**src/fdtd_pkg.sv**
```systemverilog
// Package for the periodic Yee field stepper: codes, state and command types.
// Used by fdtd_ctrl, fdtd_dp, the top level and fdtd_chk; depends on nothing.
`default_nettype none

package fdtd_pkg;

  // item modes
  typedef enum logic [1:0] {
    MODE_WRITE = 2'd0,
    MODE_READ  = 2'd1,
    MODE_STEP  = 2'd2,
    MODE_NONE  = 2'd3
  } mode_e;

  // configuration register indexes
  localparam logic [2:0] REG_SIZE_X    = 3'd0;
  localparam logic [2:0] REG_SIZE_Y    = 3'd1;
  localparam logic [2:0] REG_SIZE_Z    = 3'd2;
  localparam logic [2:0] REG_COURANT_X = 3'd3;
  localparam logic [2:0] REG_COURANT_Y = 3'd4;
  localparam logic [2:0] REG_COURANT_Z = 3'd5;
  localparam logic [2:0] REG_GAIN      = 3'd6;

  // quantity code boundaries: E, then B, then J, three components each
  localparam logic [3:0] QTY_B_BASE = 4'd3;
  localparam logic [3:0] QTY_J_BASE = 4'd6;
  localparam logic [3:0] QTY_COUNT  = 4'd9;

  typedef enum logic [1:0] {
    FLD_E    = 2'd0,
    FLD_B    = 2'd1,
    FLD_J    = 2'd2,
    FLD_NONE = 2'd3
  } fld_e;

  typedef enum logic [3:0] {
    ST_IDLE,
    ST_RD_WAIT,
    ST_LD_C,
    ST_LD_X,
    ST_LD_Y,
    ST_LD_Z,
    ST_LD_END,
    ST_CALC,
    ST_WRITE,
    ST_FINISH
  } state_e;

  // micro-steps of one component update
  typedef enum logic [2:0] {
    U_MUL_A,
    U_LOAD,
    U_MUL_B,
    U_SUB,
    U_CUR,
    U_RES
  } uop_e;

  typedef enum logic [2:0] {
    A_HOST,
    A_C,
    A_NX,
    A_NY,
    A_NZ
  } asel_e;

  typedef enum logic [2:0] {
    CAP_NONE,
    CAP_OWN,
    CAP_NBX,
    CAP_NBY,
    CAP_NBZ
  } cap_e;

  typedef struct packed {
    asel_e      asel;
    logic       rd_en;
    cap_e       cap;
    logic       phase_b;
    uop_e       uop;
    logic [1:0] comp;
    logic       calc;
    logic       wr_step;
    logic       wr_host;
    logic       host_cap;
    logic       cnt_clr;
    logic       cnt_adv;
    logic       sat_clr;
    logic       ld_read;
    logic       ld_step;
  } cmd_t;

  typedef struct packed {
    logic last_cell;
    logic out_free;
  } sts_t;

endpackage

`default_nettype wire

```
**src/fdtd_ctrl.sv**
```systemverilog
// Sequencer of the field stepper: item handshake, cell walk and micro-steps.
// Depends on fdtd_pkg; drives fdtd_dp through cmd_t and reads sts_t.
`default_nettype none

module fdtd_ctrl (
  input  logic           clk_i,
  input  logic           rst_ni,
  input  logic           in_valid_i,
  input  logic [1:0]     mode_i,
  input  fdtd_pkg::sts_t sts_i,
  output logic           in_stall_o,
  output fdtd_pkg::cmd_t cmd_o
);
  import fdtd_pkg::*;

  state_e     state_q, state_d;
  logic       phase_q, phase_d;
  logic [1:0] comp_q, comp_d;
  uop_e       uop_q, uop_d;

  always_ff @(posedge clk_i or negedge rst_ni) begin
    if (!rst_ni) begin
      state_q <= ST_IDLE;
      phase_q <= 1'b0;
      comp_q  <= 2'd0;
      uop_q   <= U_MUL_A;
    end else begin
      state_q <= state_d;
      phase_q <= phase_d;
      comp_q  <= comp_d;
      uop_q   <= uop_d;
    end
  end

  assign in_stall_o = (state_q != ST_IDLE);

  always_comb begin
    state_d = state_q;
    phase_d = phase_q;
    comp_d  = comp_q;
    uop_d   = uop_q;
    case (state_q)
      ST_IDLE: begin
        if (in_valid_i && mode_i == MODE_READ) begin
          state_d = ST_RD_WAIT;
        end else if (in_valid_i && mode_i == MODE_STEP) begin
          state_d = ST_LD_C;
          phase_d = 1'b0;
        end
      end
      ST_RD_WAIT: begin
        if (sts_i.out_free) state_d = ST_IDLE;
      end
      ST_LD_C:   state_d = ST_LD_X;
      ST_LD_X:   state_d = ST_LD_Y;
      ST_LD_Y:   state_d = ST_LD_Z;
      ST_LD_Z:   state_d = ST_LD_END;
      ST_LD_END: begin
        state_d = ST_CALC;
        comp_d  = 2'd0;
        uop_d   = U_MUL_A;
      end
      ST_CALC: begin
        if (uop_q == U_RES) begin
          uop_d = U_MUL_A;
          if (comp_q == 2'd2) state_d = ST_WRITE;
          else comp_d = comp_q + 2'd1;
        end else begin
          uop_d = uop_e'(uop_q + 3'd1);
        end
      end
      ST_WRITE: begin
        if (sts_i.last_cell) begin
          if (phase_q) begin
            state_d = ST_FINISH;
          end else begin
            phase_d = 1'b1;
            state_d = ST_LD_C;
          end
        end else begin
          state_d = ST_LD_C;
        end
      end
      ST_FINISH: begin
        if (sts_i.out_free) state_d = ST_IDLE;
      end
      default: state_d = ST_IDLE;
    endcase
  end

  always_comb begin
    cmd_o         = '0;
    cmd_o.asel    = A_HOST;
    cmd_o.cap     = CAP_NONE;
    cmd_o.phase_b = phase_q;
    cmd_o.uop     = uop_q;
    cmd_o.comp    = comp_q;
    case (state_q)
      ST_IDLE: begin
        cmd_o.rd_en    = 1'b1;
        cmd_o.host_cap = in_valid_i;
        cmd_o.wr_host  = in_valid_i && (mode_i == MODE_WRITE);
        cmd_o.cnt_clr  = in_valid_i && (mode_i == MODE_STEP);
        cmd_o.sat_clr  = in_valid_i && (mode_i == MODE_STEP);
      end
      ST_RD_WAIT: cmd_o.ld_read = sts_i.out_free;
      ST_LD_C: begin
        cmd_o.asel  = A_C;
        cmd_o.rd_en = 1'b1;
      end
      ST_LD_X: begin
        cmd_o.asel  = A_NX;
        cmd_o.rd_en = 1'b1;
        cmd_o.cap   = CAP_OWN;
      end
      ST_LD_Y: begin
        cmd_o.asel  = A_NY;
        cmd_o.rd_en = 1'b1;
        cmd_o.cap   = CAP_NBX;
      end
      ST_LD_Z: begin
        cmd_o.asel  = A_NZ;
        cmd_o.rd_en = 1'b1;
        cmd_o.cap   = CAP_NBY;
      end
      ST_LD_END: cmd_o.cap = CAP_NBZ;
      ST_CALC:   cmd_o.calc = 1'b1;
      ST_WRITE: begin
        cmd_o.wr_step = 1'b1;
        cmd_o.cnt_clr = sts_i.last_cell && !phase_q;
        cmd_o.cnt_adv = !sts_i.last_cell;
      end
      ST_FINISH: cmd_o.ld_step = sts_i.out_free;
      default: ;
    endcase
  end

endmodule

`default_nettype wire

```
**config.mk**
```make
export PLATFORM = sky130hd
export DESIGN_NAME = fdtd_ctrl
export DESIGN_NICKNAME = d
export VERILOG_FILES = /design/src/fdtd_pkg.sv /design/src/fdtd_ctrl.sv
export SDC_FILE = /design/constraint.sdc
export NUM_CORES = 1
export LEC_CHECK = 0
export BUFFER_PORTS_ARGS = -buffer_cell sky130_fd_sc_hd__buf_2
export CORE_MARGIN = 4
export CORE_UTILIZATION = 45
export CTS_CLUSTER_SIZE = 24
export DETAILED_ROUTE_END_ITERATION = 6
export GPL_ROUTABILITY_DRIVEN = 0
export PLACE_DENSITY = 0.72
export SLEW_MARGIN = 20
export SYNTH_ARGS = -nofsm -noshare
export SYNTH_HDL_FRONTEND = slang
export SYNTH_SLANG_ARGS = --single-unit
```
**constraint.sdc**
```tcl
create_clock -name clk_i -period 2.8 [get_ports clk_i]
set_input_delay 0.14 -clock clk_i [delete_from_list [all_inputs] [get_ports clk_i]]
set_output_delay 0.14 -clock clk_i [all_outputs]
set_load 0.01 [all_outputs]
```
==> reports/metrics.yaml, run 1 <==
detailed_routing:
  dr.first_iter.drc_count: 8
  routedWlPerCell_um: 12.8
  drc: 0
  dr.pass1.iters: 4
  num_vias: 738
  drtAntennaViolNets: 0
  finalWirelength_um: 1690
  via_per_inst: 5.59
sta:
  finalHoldViolCount: 0
  finalCritPeriodShare: 0.700
  drv_slew: 0
  relSlewSlack: 0.614
  rsz0062_at_grt: "no"
  skew_ns: 0.000434
  worst_pin_slew_ns: 0.579
  min_period_ns: 1.96
  clock.fmax_mhz: 510
  setup_viol: 0
  finalSetupTns_ns: 0
synthesis:
  yosysTopAreaCell: "dfrtp_1"
  synthTopCellsByArea: "dfrtp_1, nand2_1, nor2_1"
  syn_area_per_cell_um2: 8.65
  synth_top_family_by_area: "simple AND/OR/NAND/NOR gates"
  synth-simple-area-share: 0.359
  synth_fa_ha_area_frac: 0.0163
  synth_nets: 97
  yosysSeqAreaShare: 0.325
  synth_xor_area_frac: 0.0228
  syn_area_um2: 769
  ys_ff_latch: 10
  yosys.cell_types.count: 39
  synthMuxAreaShare: 0.0146
  syn_inst: 89
  synth_top_area_share: 0.325
  synth_compound_area_frac: 0.174
  ys_warn_count: 0
clock_tree:
  clkTransAtPathRegs_ns: 0.06
  clk_latency_ns: 0.26
  cts_tree: "done"
  cts_setup_buffers: 0
  cts_buffer_depth: 2
  root_buffer: "clkbuf_4"
  clkSinkCount: 10
  htreeDepth: 1
  cts_inserted_buffers: 3
floorplanning:
  io_pins: 30
  rows: 14
  initial_utilization: 0.494
  die_area_mm2: 0.00244
  die-height_um: 49.4
  core_area_mm2: 0.00156
  die_width_um: 49.4
critical_path:
  cp.arrival_ns: 1.82
  critPathCaptureType: "primary output"
  path_max_fanout: 15
  start_kind: "register"
  cp.required_ns: 2.66
  crit_type: "register to primary output"
pwr:
  leakagePower_nw: 0.522
  ir_drop_mv: 0.312
  power-per-cell-area_mw_per_mm2: 491
placement:
  dpl.hpwl_um: 1280
  portBuffers: 29
  dp.cells: 128
final_layout:
  drive_gt1_frac: 0.319
  layout.nets: 126
  final_cells: 132
  nFillCells: 135
  final_common_cell: "buf_2"
  area_growth_pct: 19.8
  antenna_cells: 0
  final_cell_mix: "buf_2, nand2_1, nor2_1, dfrtp_1, inv_1"
run_status:
  status: "finished, final reports clean"
global_route:
  grt_pass1_wl_um: 2660
  antenna_found_initial: 0
  first_global_vias: 601
  overflow: 0
  grt_usage: 0.142
  grt_max_degree: 17
run:
  max-cap-violations: 0
min_path:
  worst_hold_path_type: "input port to register"
-- registers in the layout, indices dropped and copies added (netlist names) --
register / flops
comp_q: 2
state_q: 4
uop_q: 3
phase_q: 1
-- final timing paths --
path | start | to | slack [ns] | cells after the start
max | state_q[2]$_DFFE_PN0P_ | cmd_o[4] | 0.84 | 4
min | sts_i[1] | phase_q$_DFFE_PN0P_ | 0.15 | 3
max reg2reg | state_q[2]$_DFFE_PN0P_ | state_q[3]$_DFFE_PN0P_ | 1.08 | 3
min reg2reg | uop_q[1]$_DFFE_PN0P_ | uop_q[1]$_DFFE_PN0P_ | 0.55 | 1
max in group asynchronous | rst_ni | comp_q[1]$_DFFE_PN0P_ | 2.35 | 2
min in group asynchronous | rst_ni | comp_q[0]$_DFFE_PN0P_ | 0.26 | 2
-- where the power goes --
part           total (W)  switching (W)  internal [W]
sequential      0.000200      0.0000437      0.000156
combinational   0.000157      0.0000814     0.0000751
clock          0.0000972      0.0000475     0.0000496
-- cell usage after synthesis (all sizes together) --
library cell  number
or3                1
nand2             12
mux2               1
a21oi              3
o41ai              1
a21o               2
and4               1
nor4               2
nor2              10
dfrtp             10
o32ai              1
and3b              1
a211oi             1
xnor2              1
nor4b              1
o31ai              1
nand3              1
and3               1
clkbuf             1
nand4bb            1
nor2b              1
nor3b              1
ha                 1
o2bb2ai            1
xor2               1
nor3               4
inv                6
and4b              1
or2                1
nand4b             2
o21ai              4
buf                5
nand2b             2
nand3b             2
a22o               4
-- metal layers --
layer  GRT usage  vias up  share of wire
met4      0.0995        0          0.025
met5           0        -              0
li1            -      374              -
met2       0.225       23           0.47
met3      0.0275        5          0.050
met1       0.171      336           0.45
-- worst max-delay path, stage by stage, from the launching register on --
cell and delay (ns):
dfrtp_1 0.59, nor4_2 0.52, nand4b_1 0.20, o21ai_1 0.11, buf_2 0.14
-- logic make-up after synthesis --
family | after synthesis
XOR/XNOR | 2
adder cells (fa/ha/maj) | 1
AND/OR/NAND/NOR | 45
AO/OA/AOI/OAI | 18
buffers and inverters | 12
flip-flops | 10
multiplexers | 1
-- per-stage QoR --
stage | area [µm²] | worst slack, ns | hold slack [ns] | utilization | total power (W)
after floorplan | 769 | 1.24 | -0.156 | - | 0.000311
after global placement | 890 | 1.09 | 0.0118 | 0.571 | 0.000355
after detailed placement | 890 | 1.11 | 0.0159 | 0.571 | 0.000358
after CTS | 922 | 0.835 | 0.141 | 0.591 | 0.000458
after global routing | 922 | 0.716 | 0.158 | 0.591 | 0.000483
final | 922 | 0.839 | 0.148 | 0.591 | 0.000453
-- final cells by class --
type	instances	area (µm²)	area share
timing repair buffer	30	155	0.168
clock buffer	3	22.5	0.0244
sequential	10	250	0.271
tap	16	20.0	0.0217
inverter	6	22.5	0.0244
multi-input combinational	67	452	0.490
-- what timing repair did --
item,4_1_cts,5_1_grt
gates resized for setup,0,0
endpoints found under the hold margin,10,0
hold buffers,1,0
(Power assumes the default switching activity.)
==> inputs of run 2 (changes only) <==
==> constraint.sdc (replaced) <==
create_clock -name clk_i -period 2.01 [get_ports clk_i]
set_input_delay 0.1005 -clock clk_i [delete_from_list [all_inputs] [get_ports clk_i]]
set_output_delay 0.1005 -clock clk_i [all_outputs]
set_load 0.01 [all_outputs]
==> reports/metrics.yaml, run 2 (synthesis gave the netlist of run 1 again) <==
run_status:
  status: "finished, final reports clean"
detailed_routing:
  via_per_inst: 5.85
  dr.first_iter.drc_count: 11
  drc: 0
  num_vias: 772
  finalWirelength_um: 1860
  dr.pass1.iters: 4
  routedWlPerCell_um: 14.1
  drtAntennaViolNets: 0
critical_path:
  crit_type: "register to primary output"
  start_kind: "register"
  critPathSlowestCell: "dfrtp_1"
  slowest_delay_ns: 0.60
  critPathCaptureType: "primary output"
  path_max_fanout: 16
  cp.required_ns: 1.91
  cp.arrival_ns: 1.71
  crit_chain: "nor4_4, nand4b_1, o21ai_1, buf_2"
global_route:
  first_global_vias: 660
  grt_usage: 0.147
  overflow: 0
  grt_max_degree: 17
  antenna_found_initial: 0
  grt_pass1_wl_um: 2840
floorplanning:
  rows: 14
  die_area_mm2: 0.00244
  die-height_um: 49.4
  die_width_um: 49.4
  initial_utilization: 0.494
  io_pins: 30
  core_area_mm2: 0.00156
clock_tree:
  cts_inserted_buffers: 3
  cts_tree: "done"
  clkSinkCount: 10
  root_buffer: "clkbuf_4"
  htreeDepth: 1
  cts_setup_buffers: 0
  clkTransAtPathRegs_ns: 0.06
  clk_latency_ns: 0.26
  cts_buffer_depth: 2
pwr:
  leakagePower_nw: 0.524
  power-per-cell-area_mw_per_mm2: 691
  ir_drop_mv: 0.445
sta:
  rsz0062_at_grt: "no"
  min_period_ns: 1.81
  relSlewSlack: 0.587
  hold_ws_ns: 0.117
  clock.fmax_mhz: 552
  setup_viol: 0
  worst_pin_slew_ns: 0.619
  drv_slew: 0
  finalCritPeriodShare: 0.902
  finalHoldViolCount: 0
  finalSetupTns_ns: 0
  skew_ns: 0.00266
final_layout:
  top_regs: "state_q x4, uop_q x3, comp_q x2"
  antenna_cells: 0
  final_common_cell: "buf_2"
  layout.nets: 126
  top_register: "state_q"
  final_cell_mix: "buf_2, nand2_1, nor2_1"
  nFillCells: 142
  largest_reg_flops: 4
  drive_gt1_frac: 0.328
  area_growth_pct: 22.3
min_path:
  worst_hold_path_type: "input port to register"
placement:
  dpl.hpwl_um: 1370
  portBuffers: 29
run:
  max-cap-violations: 0
run 2: metal layers:
layer | share of wire | vias to the layer above | track usage
li1 | - | 376 | -
met1 | 0.45 | 370 | 0.180
met2 | 0.49 | 20 | 0.234
met3 | 0.040 | 6 | 0.0275
met4 | 0.017 | 0 | 0.0948
met5 | 0 | - | 0
run 2: area by class of cell:
| class | instances | area (µm²) | area share |
|---|---|---|---|
| clock buffers | 3 | 22.5 | 0.0239 |
| well taps | 16 | 20.0 | 0.0213 |
| inverters | 6 | 22.5 | 0.0239 |
| repair buffers | 30 | 155 | 0.165 |
| flip-flops and latches | 10 | 251 | 0.267 |
| multi-input cells | 67 | 469 | 0.499 |
run 2: final timing paths:
kind                                         from  cells after the start  slack (ns)                      to
setup reg to reg           state_q[0]$_DFFE_PN0P_                      4        0.22  state_q[3]$_DFFE_PN0P_
max in group asynchronous                  rst_ni                      2        1.56  state_q[2]$_DFFE_PN0P_
setup / recovery           state_q[0]$_DFFE_PN0P_                      4        0.20                cmd_o[4]
hold / removal                           sts_i[1]                      3        0.12     phase_q$_DFFE_PN0P_
min in group asynchronous                  rst_ni                      2        0.23  state_q[1]$_DFFE_PN0P_
hold reg to reg               phase_q$_DFFE_PN0P_                      2        0.56     phase_q$_DFFE_PN0P_
run 2: what timing repair did:
action / CTS / global route
gates resized for setup: 0 / 3
endpoints found under the setup margin: 0 / 3
hold endpoints to repair: 10 / 0
hold buffers: 1 / 0
run 2: critical path, delay by kind of cell (launching register included):
kind | cells | cell delay, ns
simple gates | 2 | 0.60
compound gates | 1 | 0.11
buf+inv | 1 | 0.14
flops | 1 | 0.60
run 2: through the flow:
stage | instances | power (W) | util | area [µm²] | setup WS (ns)
after detailed placement | 128 | 0.000504 | 0.571 | 890 | 0.292
after floorplan | 89 | 0.000434 | - | 769 | 0.447
after CTS | 132 | 0.000642 | 0.591 | 922 | 0.0479
after global routing | 132 | 0.000688 | 0.604 | 941 | 0.0553
after global placement | 128 | 0.000494 | 0.571 | 890 | 0.306
final | 132 | 0.000650 | 0.604 | 941 | 0.198
run 2: power by group:
| part | switching, W | internal [W] |
|---|---|---|
| Sequential | 0.0000719 | 0.000217 |
| Combinational | 0.000118 | 0.000108 |
| Clock | 0.0000658 | 0.0000691 |
| Total | 0.000255 | 0.000395 |
